===== src/rtl/segx_pkg.sv =====
// Shared widths, payload structs and divider pipeline types for the segment intersection block.
`default_nettype none

package segx_pkg;

  localparam int COORD_WIDTH = 16;
  // Endpoint differences.
  localparam int DIFF_W = COORD_WIDTH + 1;
  // Products of two differences, and the cross products built from them.
  localparam int PROD_W = 2 * DIFF_W;
  localparam int D_W = PROD_W + 1;
  // Products of two coordinates, and the line constants built from them.
  localparam int CP_W = 2 * COORD_WIDTH;
  localparam int CA_W = CP_W + 1;
  // Numerator terms and numerators of the meeting point.
  localparam int NP_W = CA_W + DIFF_W;
  localparam int NUM_W = NP_W + 1;
  // Partial remainder in the divider chain.
  localparam int REM_W = NUM_W + 1;
  // Edges from the accepting edge to the edge that takes the result.
  localparam int LATENCY = COORD_WIDTH + 7;

  typedef logic signed [COORD_WIDTH-1:0] coord_t;

  typedef struct packed {
    coord_t a_start_x;
    coord_t a_start_y;
    coord_t a_end_x;
    coord_t a_end_y;
    coord_t b_start_x;
    coord_t b_start_y;
    coord_t b_end_x;
    coord_t b_end_y;
  } operands_t;

  typedef struct packed {
    logic   hit;
    logic   parallel;
    coord_t meet_x;
    coord_t meet_y;
    logic   overflow;
  } result_t;

  typedef struct packed {
    logic [REM_W-1:0]       rem;
    logic [COORD_WIDTH-1:0] quo;
  } div_lane_t;

  typedef struct packed {
    logic hit;
    logic parallel;
    logic neg_x;
    logic neg_y;
    logic ovf_x;
    logic ovf_y;
  } div_flags_t;

  typedef struct packed {
    div_flags_t       flags;
    logic [REM_W-1:0] divisor;
    div_lane_t        lane_x;
    div_lane_t        lane_y;
  } div_stage_t;

endpackage

`default_nettype wire


===== src/rtl/segx_div_cell.sv =====
// One restoring division step for both meeting point coordinates.
`default_nettype none

module segx_div_cell
  import segx_pkg::*;
(
  input  wire logic        clk,
  input  wire logic        rst,
  input  wire logic        in_valid,
  input  wire div_stage_t  in_stage,
  output logic             out_valid,
  output div_stage_t       out_stage
);

  // Subtract the aligned divisor where it fits, then shift the remainder up.
  function automatic div_lane_t step(div_lane_t lane, logic [REM_W-1:0] divisor);
    div_lane_t res;
    logic      take;
    take     = lane.rem >= divisor;
    res.rem  = take ? ((lane.rem - divisor) << 1) : (lane.rem << 1);
    res.quo  = {lane.quo[COORD_WIDTH-2:0], take};
    return res;
  endfunction

  div_stage_t stage_next;

  always_comb begin
    stage_next        = in_stage;
    stage_next.lane_x = step(in_stage.lane_x, in_stage.divisor);
    stage_next.lane_y = step(in_stage.lane_y, in_stage.divisor);
  end

  always_ff @(posedge clk) begin
    if (rst) begin
      out_valid <= 1'b0;
    end else begin
      out_valid <= in_valid;
    end
  end

  always_ff @(posedge clk) begin
    out_stage <= stage_next;
  end

endmodule

`default_nettype wire


===== config.mk =====
export PLATFORM = sky130hd
export DESIGN_NAME = segx_div_cell
export DESIGN_NICKNAME = d
export VERILOG_FILES = /design/src/rtl/segx_pkg.sv /design/src/rtl/segx_div_cell.sv
export SDC_FILE = /design/constraint.sdc
export NUM_CORES = 1
export LEC_CHECK = 0
export ABC_AREA = 1
export BUFFER_PORTS_ARGS = -buffer_cell sky130_fd_sc_hd__buf_4
export CORE_UTILIZATION = 55
export CTS_CLUSTER_DIAMETER = 50
export DETAILED_ROUTE_END_ITERATION = 8
export PLACE_DENSITY = 0.83
export SLEW_MARGIN = 40
export SYNTH_ARGS = -nofsm -noshare
export SYNTH_HDL_FRONTEND = slang
export SYNTH_SLANG_ARGS = --single-unit

===== constraint.sdc =====
create_clock -name clk -period 6.35 [get_ports clk]
set_input_delay 1.27 -clock clk [delete_from_list [all_inputs] [get_ports clk]]
set_output_delay 1.27 -clock clk [all_outputs]
set_load 0.03 [all_outputs]

==> flow_summary.toml <==
[cells_and_area]
fin_nets = 3167
combined_area_of_the_multi_input_logic_cells_um2 = 8320
final_layout_size_suffix_gt1_share_pct = 15.7
area_delta_synth_final_pct = 26.3
num-fill-cells = 2317
antenna_diodes = 0
post-route-util_pct = 70.7
sequential_cell_area_um2 = 3860

[global_routing]
grt_max_degree = 76
grt_antenna_before_repair = 1
globalRouteTotalUtil_pct = 40.0
grt_pass1_vias = 15678
wire_length_of_the_first_global_routing_pass_um = 81500
grt_overflow = 0

[critical_path]
critPathKind = "primary input to flop"
worst_path_most_repeated_cell = "nand2_1"
worstPathBufferInverterCount = 4
worst_path_largest_cell_delay_ns = 0.65
setup.worst_path.start_class = "primary input"
critPathCaptureType = "flop"
worstPathCellList = "buf_4, inv_1, ha_1, nand2_1, nand2_1, a21oi_1, nand2_1, nand2_1, nand2_1, a21oi_4, buf_4, nand3_4, buf_4, nand2_1, o21ai_1"
cp_max_fo = 66
crit_slowest_cell = "nand3_4"
total_stage_count_of_the_critical_path = 15
delay_heaviest_family_cp = "simple AND/OR/NAND/NOR gates"
critPathArrivalTime_ns = 4.37
crit_required_ns = 6.68

[clock_network]
cts.htree.levels = 4
cts.reportedPaths.clkPinSlew_ns = 0.09
postCtsSetupBuffers = 0
cts_resized = 0
tritoncts = "done"
clkSinkCount = 193
cts_inserted_buffers = 17
cts_hold_buffers = 0
cts_max_path_buffers = 2
clk_root_buf = "clkbuf_16"

[outcome]
outcome = "finished, final reports clean"

[power_and_ir_drop]
static-leakage-power_nw = 11.0
p_per_area_nw_per_um2 = 234
max-vdd-ir-drop_mv = 0.195

[timing]
setup_repair_after_global_routing_missed_its_margin = "no"
min_period_over_period_pct = 63.6
drv_slew = 0
timing.max_slew.rel_slack_pct = 46.5
post-route-min-period_ns = 4.04
setup-violations-final = 0
worst_slew_pin_slew_ns = 0.802
fin_setup_tns_ns = 0
post-route-worst-setup-slack_ns = 2.31
hold_violations = 0
achievable-frequency_mhz = 248

[synthesis]
ys_warn_count = 0
synthesis.instances = 2479
synth_cell_types = 35
synth_top_area_share_pct = 26.6
synth_async_sr_flop_share_pct = 0
postSynthRegisterBits = 193
synth_largest_area_cell = "dfxtp_1"
synth_common_cells = "956 x nand2_1, 574 x inv_1, 193 x dfxtp_1, 177 x nor2_1, 107 x nand3_1"
synth-seq-area-share_pct = 26.6
synth-main-ff-cell = "dfxtp_1"
synth_edf_count = 0
post_synth_main_area_contributors = "dfxtp_1 27%, nand2_1 25%, inv_1 15%"
avgSynthCellArea_um2 = 5.87
synth.most_common_cell = "nand2_1"
netlist_area_before_placement_um2 = 14500

[run]
max-cap-violations = 0

[drt]
antenna_left = 0
routed_via_density = 5.27
firstDrtPassIters = 6
violation_count_after_the_first_detailed_routing_iteration = 1688
drt_wl_total_um = 55200
drc = 0
vias = 16940
detail_route.wl_per_cell_um = 17.2

[hold_path]
min_delay_worst_endpoint = "out_stage[192]"
holdCritStartpoint = "in_stage[192]"
hold_depth = 1
tightest_hold_check_type = "primary input to flop"

[place]
detailedPlace.worstSlack_ns = 1.99
dp.final_hpwl_um = 45800
place.gp.congestion = 1.02
placement.io_buffers = 387

[floorplanning]
core_area_um2 = 26000
die_w_um = 165
placement_rows = 59
fp.dieArea_um2 = 27100
initial_utilization_pct = 56.0
io-pin-count = 392
fp.dieH_um = 165
==> cell families after synthesis <==
group / Yosys count / synth area share, %
AO/OA/AOI/OAI: 139 / 5.18
XOR/XNOR: 57 / 3.43
adder cells (fa/ha/maj): 106 / 9.22
buffers and inverters: 606 / 16.2
flip-flops: 193 / 26.6
other: 1 / 0.0258
AND/OR/NAND/NOR: 1377 / 39.3
==> report_power, final <==
part	internal, W	leakage [nW]	switching (W)	total (W)
logic	0.000590	9.12	0.00114	0.00173
clock network	0.000542	0.298	0.000627	0.00117
registers	0.00136	1.63	0.0000450	0.00141
total	0.00249	11.0	0.00181	0.00430
==> through the flow <==
step / hold WS (ns) / power [W] / instance area [um2] / cells
2_1_floorplan: 1.30 / 0.00250 / 14500 / 2480
3_3_place_gp: 1.37 / 0.00309 / 17700 / 3180
3_5_place_dp: 1.38 / 0.00312 / 17700 / 3180
4_1_cts: 0.912 / 0.00426 / 18400 / 3212
5_1_grt: 0.906 / 0.00449 / 18400 / 3212
6_report: 0.919 / 0.00430 / 18400 / 3212
==> per-layer routing <==
layer  vias up  routed length (um)  GRT usage [%]
li1       8214                   -              -
met1      7555               22000           48.8
met2       952               24500           65.5
met3       217                5110           6.65
met4         2                3640           24.5
met5         -                  13              0
==> cells in the final DEF, fill, tap and decap left out, types with 17 or more instances in the layout <==
master / count
a21oi_1: 58
buf_4: 394
clkbuf_16: 17
dfxtp_1: 193
ha_1: 104
inv_1: 574
nand2_1: 956
nand3_1: 107
nand3b_1: 32
nand4_1: 63
nor2_1: 177
nor3_1: 17
o21ai_0: 31
o21ai_1: 31
xor2_1: 55
==> flip-flops by register name (all words and copies together) (netlist names) <==
register / flops
out_stage: 192
out_valid: 1
==> worst max-delay path by stage <==
stage / from / to
floorplan: in_stage[84] / out_stage[105]
global placement: in_stage[151] / out_stage[39]
detailed placement: in_stage[179] / out_stage[107]
CTS: in_stage[179] / out_stage[100]
global route: in_stage[179] / out_stage[100]
finish: in_stage[177] / out_stage[100]
==> area by class of cell <==
cell class                      instances  area share [%]
Tap cell                              335            2.28
Inverter                              576            11.8
Clock inverter                         15            1.04
Clock buffer                           17            2.32
Sequential cell                       193            21.0
Multi-Input combinational cell       1681            45.3
Timing Repair Buffer                  395            16.2
Note: power is estimated with default switching activity, not from simulation.
